`config.mk`:
```
export PLATFORM = sky130hd
export DESIGN_NAME = cosine_similarity_engine_core
export DESIGN_NICKNAME = d
export VERILOG_FILES = /design/src/rtl/cse_pkg.sv /design/src/rtl/cse_ctrl.sv /design/src/rtl/cse_dp.sv /design/src/rtl/cosine_similarity_engine_core.sv
export VERILOG_INCLUDE_DIRS = /design/src /design/src/rtl
export SDC_FILE = /design/constraint.sdc
export NUM_CORES = 2
export LEC_CHECK = 0
export BUFFER_PORTS_ARGS = -buffer_cell sky130_fd_sc_hd__buf_2
export CAP_MARGIN = 25
export CORE_UTILIZATION = 44
export CTS_CLUSTER_DIAMETER = 50
export DETAILED_ROUTE_END_ITERATION = 12
export SLEW_MARGIN = 20
export SYNTH_ARGS = -nofsm -noshare
export SYNTH_HDL_FRONTEND = slang
export SYNTH_HIERARCHICAL = 1
export SYNTH_SLANG_ARGS = --single-unit
```
`constraint.sdc`:
```
create_clock -name clk -period 10.5 [get_ports clk]
set_input_delay 1.05 -clock clk [delete_from_list [all_inputs] [get_ports clk]]
set_output_delay 1.05 -clock clk [all_outputs]
set_load 0.01 [all_outputs]
```
`src/rtl/cosine_similarity_engine_core_defines.svh`:
```
// Assertion macros for the cosine similarity engine.
`ifndef COSINE_SIMILARITY_ENGINE_CORE_DEFINES_SVH
`define COSINE_SIMILARITY_ENGINE_CORE_DEFINES_SVH

// Same-cycle implication, checked outside reset.
`define CSE_ASSERT_NOW(label, ante, cons, msg) \
  label: assert property (@(posedge clk) disable iff (rst) (ante) |-> (cons)) \
    else $error(msg);

// Next-cycle implication, checked outside reset.
`define CSE_ASSERT_NEXT(label, ante, cons, msg) \
  label: assert property (@(posedge clk) disable iff (rst) (ante) |=> (cons)) \
    else $error(msg);

`endif

```
`src/rtl/cse_pkg.sv`:
```
// Shared types and constants of the cosine similarity engine.
package cse_pkg;

  localparam int ELEMENT_BITS = 16;
  localparam int SQ_BITS      = 40;
  localparam int DOT_BITS     = 41;
  localparam int ROOT_BITS    = SQ_BITS / 2;
  localparam int ROOT_STEPS   = SQ_BITS / 2;
  localparam int FRAC_BITS    = 14;
  localparam int Q_BITS       = FRAC_BITS + 1;
  localparam int CNT_BITS     = $clog2(ROOT_STEPS);
  localparam int RESULT_BITS  = 16;

  localparam logic [Q_BITS-1:0] ONE_Q14 = Q_BITS'(1 << FRAC_BITS);

  typedef logic signed [ELEMENT_BITS-1:0] element_t;

  typedef struct packed {
    logic acc_en;
    logic root_init;
    logic root_step;
    logic den_load;
    logic div_init;
    logic div_step;
    logic finish;
  } cse_cmd_t;

endpackage

```
`src/rtl/cse_ctrl.sv`:
```
// Sequencer of the cosine similarity engine: accept, root, multiply, divide, emit.
module cse_ctrl import cse_pkg::*; (
  input  logic     clk,
  input  logic     rst,
  input  logic     start,
  input  logic     last_element,
  output logic     busy,
  output logic     done,
  output cse_cmd_t cmd
);

  typedef enum logic [2:0] {
    S_IDLE,
    S_LOAD,
    S_ROOT,
    S_MUL,
    S_DIVLD,
    S_DIV,
    S_FINISH
  } state_t;

  state_t              state;
  logic [CNT_BITS-1:0] cnt;

  always_ff @(posedge clk) begin
    if (rst) begin
      state <= S_IDLE;
      cnt   <= '0;
      done  <= 1'b0;
    end else begin
      done <= (state == S_FINISH);
      unique case (state)
        S_IDLE: begin
          if (start && last_element) begin
            state <= S_LOAD;
          end
        end
        S_LOAD: begin
          cnt   <= '0;
          state <= S_ROOT;
        end
        S_ROOT: begin
          if (cnt == CNT_BITS'(ROOT_STEPS - 1)) begin
            cnt   <= '0;
            state <= S_MUL;
          end else begin
            cnt <= cnt + CNT_BITS'(1);
          end
        end
        S_MUL: begin
          state <= S_DIVLD;
        end
        S_DIVLD: begin
          cnt   <= '0;
          state <= S_DIV;
        end
        S_DIV: begin
          if (cnt == CNT_BITS'(Q_BITS - 1)) begin
            cnt   <= '0;
            state <= S_FINISH;
          end else begin
            cnt <= cnt + CNT_BITS'(1);
          end
        end
        S_FINISH: begin
          state <= S_IDLE;
        end
        default: begin
          state <= S_IDLE;
        end
      endcase
    end
  end

  always_comb begin
    busy          = (state != S_IDLE);
    cmd.acc_en    = (state == S_IDLE) && start;
    cmd.root_init = (state == S_LOAD);
    cmd.root_step = (state == S_ROOT);
    cmd.den_load  = (state == S_MUL);
    cmd.div_init  = (state == S_DIVLD);
    cmd.div_step  = (state == S_DIV);
    cmd.finish    = (state == S_FINISH);
  end

endmodule

```
`src/rtl/cse_dp.sv`:
```
// Datapath: accumulators, two square-root units, norm product and restoring divider.
module cse_dp import cse_pkg::*; (
  input  logic                           clk,
  input  logic                           rst,
  input  cse_cmd_t                       cmd,
  input  element_t                       x_value,
  input  element_t                       y_value,
  output logic signed [RESULT_BITS-1:0]  cosine_q14,
  output logic                           zero_norm
);

  localparam int PROD_BITS = 2 * ELEMENT_BITS;
  localparam int REM_BITS  = DOT_BITS + FRAC_BITS;
  localparam int DSH_BITS  = SQ_BITS + FRAC_BITS;
  localparam logic signed [DOT_BITS-1:0] DOT_MAX = {1'b0, {(DOT_BITS-1){1'b1}}};
  localparam logic signed [DOT_BITS-1:0] DOT_MIN = {1'b1, {(DOT_BITS-1){1'b0}}};
  localparam logic [SQ_BITS-1:0] ROOT_TOP = SQ_BITS'(1) << (SQ_BITS - 2);

  logic signed [DOT_BITS-1:0]  dot_sum;
  logic [SQ_BITS-1:0]          square_sum_x;
  logic [SQ_BITS-1:0]          square_sum_y;

  logic signed [PROD_BITS-1:0] p_xy;
  logic signed [PROD_BITS-1:0] p_xx;
  logic signed [PROD_BITS-1:0] p_yy;
  logic signed [DOT_BITS:0]    dot_add;
  logic [SQ_BITS:0]            sx_add;
  logic [SQ_BITS:0]            sy_add;
  logic signed [DOT_BITS-1:0]  dot_next;
  logic [SQ_BITS-1:0]          sx_next;
  logic [SQ_BITS-1:0]          sy_next;

  logic [SQ_BITS-1:0]          vx;
  logic [SQ_BITS-1:0]          vy;
  logic [SQ_BITS-1:0]          rtx;
  logic [SQ_BITS-1:0]          rty;
  logic [SQ_BITS-1:0]          rbit;
  logic [SQ_BITS:0]            trial_x;
  logic [SQ_BITS:0]            trial_y;
  logic                        zf;

  logic [SQ_BITS-1:0]          den;
  logic [DOT_BITS-1:0]         mag;
  logic [REM_BITS-1:0]         rem;
  logic [DSH_BITS-1:0]         dsh;
  logic [Q_BITS-1:0]           quo;
  logic                        big;
  logic [Q_BITS-1:0]           q_clamped;

  always_comb begin
    p_xy    = PROD_BITS'(x_value * y_value);
    p_xx    = PROD_BITS'(x_value * x_value);
    p_yy    = PROD_BITS'(y_value * y_value);
    dot_add = (DOT_BITS + 1)'(dot_sum) + (DOT_BITS + 1)'(p_xy);
    sx_add  = {1'b0, square_sum_x} + (SQ_BITS + 1)'(unsigned'(p_xx));
    sy_add  = {1'b0, square_sum_y} + (SQ_BITS + 1)'(unsigned'(p_yy));
    if (dot_add[DOT_BITS] != dot_add[DOT_BITS-1]) begin
      dot_next = dot_add[DOT_BITS] ? DOT_MIN : DOT_MAX;
    end else begin
      dot_next = dot_add[DOT_BITS-1:0];
    end
    sx_next = sx_add[SQ_BITS] ? {SQ_BITS{1'b1}} : sx_add[SQ_BITS-1:0];
    sy_next = sy_add[SQ_BITS] ? {SQ_BITS{1'b1}} : sy_add[SQ_BITS-1:0];
    trial_x = {1'b0, rtx} + {1'b0, rbit};
    trial_y = {1'b0, rty} + {1'b0, rbit};
    mag     = dot_sum[DOT_BITS-1] ? DOT_BITS'(-dot_sum) : DOT_BITS'(dot_sum);
    if (big || (quo > ONE_Q14)) begin
      q_clamped = ONE_Q14;
    end else begin
      q_clamped = quo;
    end
  end

  always_ff @(posedge clk) begin
    if (rst) begin
      dot_sum      <= '0;
      square_sum_x <= '0;
      square_sum_y <= '0;
    end else if (cmd.acc_en) begin
      dot_sum      <= dot_next;
      square_sum_x <= sx_next;
      square_sum_y <= sy_next;
    end else if (cmd.finish) begin
      dot_sum      <= '0;
      square_sum_x <= '0;
      square_sum_y <= '0;
    end
  end

  always_ff @(posedge clk) begin
    if (cmd.root_init) begin
      vx   <= square_sum_x;
      vy   <= square_sum_y;
      rtx  <= '0;
      rty  <= '0;
      rbit <= ROOT_TOP;
      zf   <= (square_sum_x == '0) || (square_sum_y == '0);
    end else if (cmd.root_step) begin
      if ({1'b0, vx} >= trial_x) begin
        vx  <= vx - trial_x[SQ_BITS-1:0];
        rtx <= (rtx >> 1) + rbit;
      end else begin
        rtx <= rtx >> 1;
      end
      if ({1'b0, vy} >= trial_y) begin
        vy  <= vy - trial_y[SQ_BITS-1:0];
        rty <= (rty >> 1) + rbit;
      end else begin
        rty <= rty >> 1;
      end
      rbit <= rbit >> 2;
    end
  end

  always_ff @(posedge clk) begin
    if (cmd.den_load) begin
      den <= SQ_BITS'(rtx[ROOT_BITS-1:0] * rty[ROOT_BITS-1:0]);
    end
    if (cmd.div_init) begin
      rem <= {mag, {FRAC_BITS{1'b0}}};
      dsh <= {den, {FRAC_BITS{1'b0}}};
      quo <= '0;
      big <= (mag >= {den, 1'b0});
    end else if (cmd.div_step) begin
      if (rem >= {1'b0, dsh}) begin
        rem <= rem - {1'b0, dsh};
        quo <= {quo[Q_BITS-2:0], 1'b1};
      end else begin
        quo <= {quo[Q_BITS-2:0], 1'b0};
      end
      dsh <= dsh >> 1;
    end
  end

  always_ff @(posedge clk) begin
    if (cmd.finish) begin
      zero_norm <= zf;
      if (zf) begin
        cosine_q14 <= '0;
      end else if (dot_sum[DOT_BITS-1]) begin
        cosine_q14 <= -RESULT_BITS'(q_clamped);
      end else begin
        cosine_q14 <= RESULT_BITS'(q_clamped);
      end
    end
  end

endmodule

```
`src/rtl/cosine_similarity_engine_core.sv`:
```
// Top level of the cosine similarity engine: sequencer plus datapath.
//
//   channel   ports                                   handshake
//   input     x_value, y_value, last_element          start high, busy low
//   result    cosine_q14, zero_norm                   done, one cycle
//
// An element pair is accepted every cycle while busy is low; accumulation
// takes effect at the accepting edge. A pair marked last holds busy high
// through a load, 20 square-root steps, a norm multiply, a divider load,
// 15 quotient bits and a finish; done rises in the cycle busy drops, and
// a new pair may be taken in that same cycle. Reset clears the sequencer
// and the accumulators. The receiver cannot stall the result.
`include "cosine_similarity_engine_core_defines.svh"

module cosine_similarity_engine_core import cse_pkg::*; (
  input  logic                          clk,
  input  logic                          rst,
  input  logic                          start,
  output logic                          busy,
  input  element_t                      x_value,
  input  element_t                      y_value,
  input  logic                          last_element,
  output logic                          done,
  output logic signed [RESULT_BITS-1:0] cosine_q14,
  output logic                          zero_norm
);

  cse_cmd_t cmd;

  cse_ctrl u_ctrl (
    .clk          (clk),
    .rst          (rst),
    .start        (start),
    .last_element (last_element),
    .busy         (busy),
    .done         (done),
    .cmd          (cmd)
  );

  cse_dp u_dp (
    .clk        (clk),
    .rst        (rst),
    .cmd        (cmd),
    .x_value    (x_value),
    .y_value    (y_value),
    .cosine_q14 (cosine_q14),
    .zero_norm  (zero_norm)
  );

  `CSE_ASSERT_NEXT(a_last_goes_busy, start && !busy && last_element, busy && !done, "last word did not start the result sequence")
  `CSE_ASSERT_NOW(a_done_not_busy, done, !busy, "result shown while busy")
  `CSE_ASSERT_NOW(a_zero_norm_result, done && zero_norm, cosine_q14 == '0, "zero norm with nonzero result")
  `CSE_ASSERT_NOW(a_result_range, done, (cosine_q14 <= 16'sd16384) && (cosine_q14 >= -16'sd16384), "result outside unit range")

endmodule

```
==> results.cfg <==
[timing]
worst_slew_pin_slew_ps = 992
slew-limit-headroom_pct = 33.3
hold_violations = 0
clock_skew_ps = 49.5
setup_tns_ps = 0
fin_crit_ps = 9240
fin_crit_sh_pct = 88.0
setup_viol = 0
fmax_ghz = 0.108
finalMaxSlewViolations = 0
rsz0062_at_grt = false

[die]
die_w_um = 426
rows = 155
dieArea_sq_um = 182000
initial_core_util_pct = 44.3
ios = 55
core_sq_um = 179000
die_h_um = 426

[placed_design]
hpwl_um = 176000
gp_congestion = 0.951
port_buffers = 54

[routing]
drc_errors = 0
drt_iter0_markers = 4478
viasPerCell = 5.52
dr.pass1.iters = 6
routedWlPerCell_um = 19.5
antenna_left = 0
drt-total-wl_um = 220000
vias = 62300

[clock_network]
cts_tree = yes
clockBufferDepth = 3
cts_inserted_buffers = 77
post_cts_buffers = 0
cts-resized-gates = 0
ctsHtreeMaxLevel = 3
postCtsHoldBufs = 0
clkLatencyLatePin_ps = 700
clkTransAtPathRegs_ps = 60
cts_root_buf = clkbuf_16
cts.sinks = 493

[min_path]
holdPathStages = 2
hp-start = u_dp/rem[3]
worstHoldEndpoint = u_dp/rem[3]
hp-class = register to register

[grt]
grt_usage_pct = 24.5
grt_pass1_vias = 63600
grt_overflow_total = 0
grt_pass1_wl_um = 353000
grt_max_degree = 163
antenna_found_initial = 5

[outcome]
outcome = finished, final reports clean

[run]
maxCapViolCount = 0

[synth]
yosys_warnings = 6
postSynthAreaPerCell_sq_um = 8.79
yosysSeqAreaShare_pct = 15.2
yosysUniqueCellTypes = 90
ys_seq_elements = 493
syn-num-nets = 11000
netlist_area_sq_um = 79200
postSynthCellCount = 9012
synthFlopType = dfxtp_1
async_flop_share_pct = 0
synth-edff-count = 220

[worst_setup_path]
crit_slowest_cell = fa_1
regToRegStartpoint = u_dp/rtx[9]
r2r_cells = 23
path_class = primary input to register
r2r-end = u_dp/den[38]
r2r_slack_ps = 2350
end_kind = register
max_stage_delay_ps = 540
crit_required_ps = 11110
cp_max_fo = 25
cp-start-kind = primary input
arrival_ps = 9850

[finish]
area_growth_pct = 6.72
fin_nets = 10800
final_cell_mix = inv_1 (1486), fa_1 (1135), nand2_1 (1056)
final_common_cell = inv_1
drive_gt1_share_pct = 4.49
-- per-stage QoR --
| stage | cells | hold slack (ps) | util (%) | area (sq um) | worst slack, ps |
|---|---|---|---|---|---|
| floorplan | 9012 | 424 | - | 79200 | 1420 |
| global placement | 11100 | 444 | 45.8 | 81800 | 780 |
| detailed placement | 11100 | 457 | 45.8 | 81900 | 581 |
| CTS | 11300 | 464 | 47.3 | 84500 | 1320 |
| global route | 11300 | 480 | 47.3 | 84500 | 879 |
| finish | 11300 | 457 | 47.3 | 84500 | 1260 |
-- how the worst max path moves through the flow --
stage	startpoint	end	slack, ps	cells after the start
after floorplan	x_value[3]	u_dp/square_sum_x[14]	1420	34
after global placement	x_value[3]	u_dp/square_sum_x[39]	780	32
after detailed placement	x_value[3]	u_dp/square_sum_x[39]	580	32
after CTS	x_value[3]	u_dp/square_sum_x[39]	1320	32
after global routing	x_value[3]	u_dp/square_sum_x[37]	880	32
final	x_value[3]	u_dp/square_sum_x[39]	1260	32
-- flip-flops by register name, summed over array words and instances (netlist names) --
name	flops
u_dp/dot_sum	41
u_ctrl/done	1
u_ctrl/state	3
u_dp/square_sum_y	40
u_ctrl/cnt	5
u_dp/cosine_q14	16
u_dp/rtx	40
u_dp/zf	1
u_dp/zero_norm	1
u_dp/den	40
u_dp/rty	40
u_dp/square_sum_x	40
u_dp/rbit	20
u_dp/big	1
u_dp/vx	40
u_dp/rem	55
u_dp/quo	15
u_dp/dsh	54
u_dp/vy	40
-- Yosys cell counts, types with 66 or more instances --
cell / count / area [sq um]
a211oi_1: 86 / 646
a21o_1: 205 / 1540
a21oi_1: 432 / 2160
a31oi_1: 110 / 688
and2_1: 295 / 1850
clkbuf_1: 372 / 1400
dfxtp_1: 273 / 5470
edfxtp_1: 220 / 6610
fa_1: 1135 / 22700
ha_1: 770 / 9630
inv_1: 1486 / 5580
mux2i_1: 74 / 741
nand2_1: 1057 / 3970
nand2b_1: 66 / 413
nand3_1: 86 / 430
nand4_1: 66 / 413
nor2_1: 480 / 1800
nor2b_1: 69 / 432
nor3_1: 83 / 415
o21ai_0: 351 / 1760
o31ai_1: 73 / 548
xnor2_1: 337 / 2950
xor2_1: 169 / 1480
-- routing by layer --
| layer | global-route usage [%] | vias up | share of wire (%) |
|---|---|---|---|
| met5 | 0 | - | 0 |
| met4 | 7.31 | 0 | 3.0 |
| met3 | 3.15 | 306 | 5.8 |
| met2 | 40.4 | 1674 | 47 |
| met1 | 33.5 | 31000 | 44 |
| li1 | - | 29300 | - |
-- critical path, delay by kind of cell --
kind                     cells  cell delay (ps)
adder cells (fa/ha/maj)      8             3540
buffers and inverters        4              780
XOR/XNOR                     1              100
AND/OR/NAND/NOR              5             1120
AO/OA/AOI/OAI               14             3230
-- final cells by class --
class                           count  area [sq um]
Antenna cell                        5          12.5
Clock buffer                       92          2080
Clock inverter                     51           541
Fill cell                       17000         94100
Inverter                         1497          5620
Multi-Input combinational cell   6611         60000
Sequential cell                   493         12100
Tap cell                         2355          2950
Timing Repair Buffer              173          1220
-- logic make-up after synthesis --
logic type / count (synthesis) / share of synthesized area (%)
buf+inv: 1908 / 9.07
compound gates: 1701 / 14.0
xor+xnor: 506 / 5.60
simple gates: 2415 / 14.1
flops: 493 / 15.2
mux: 81 / 1.03
fa+ha+maj: 1908 / 40.9
Power is left out: the tool's default activity adds up to more than one toggle a clock period on the data nets, which glitch-free logic cannot reach.
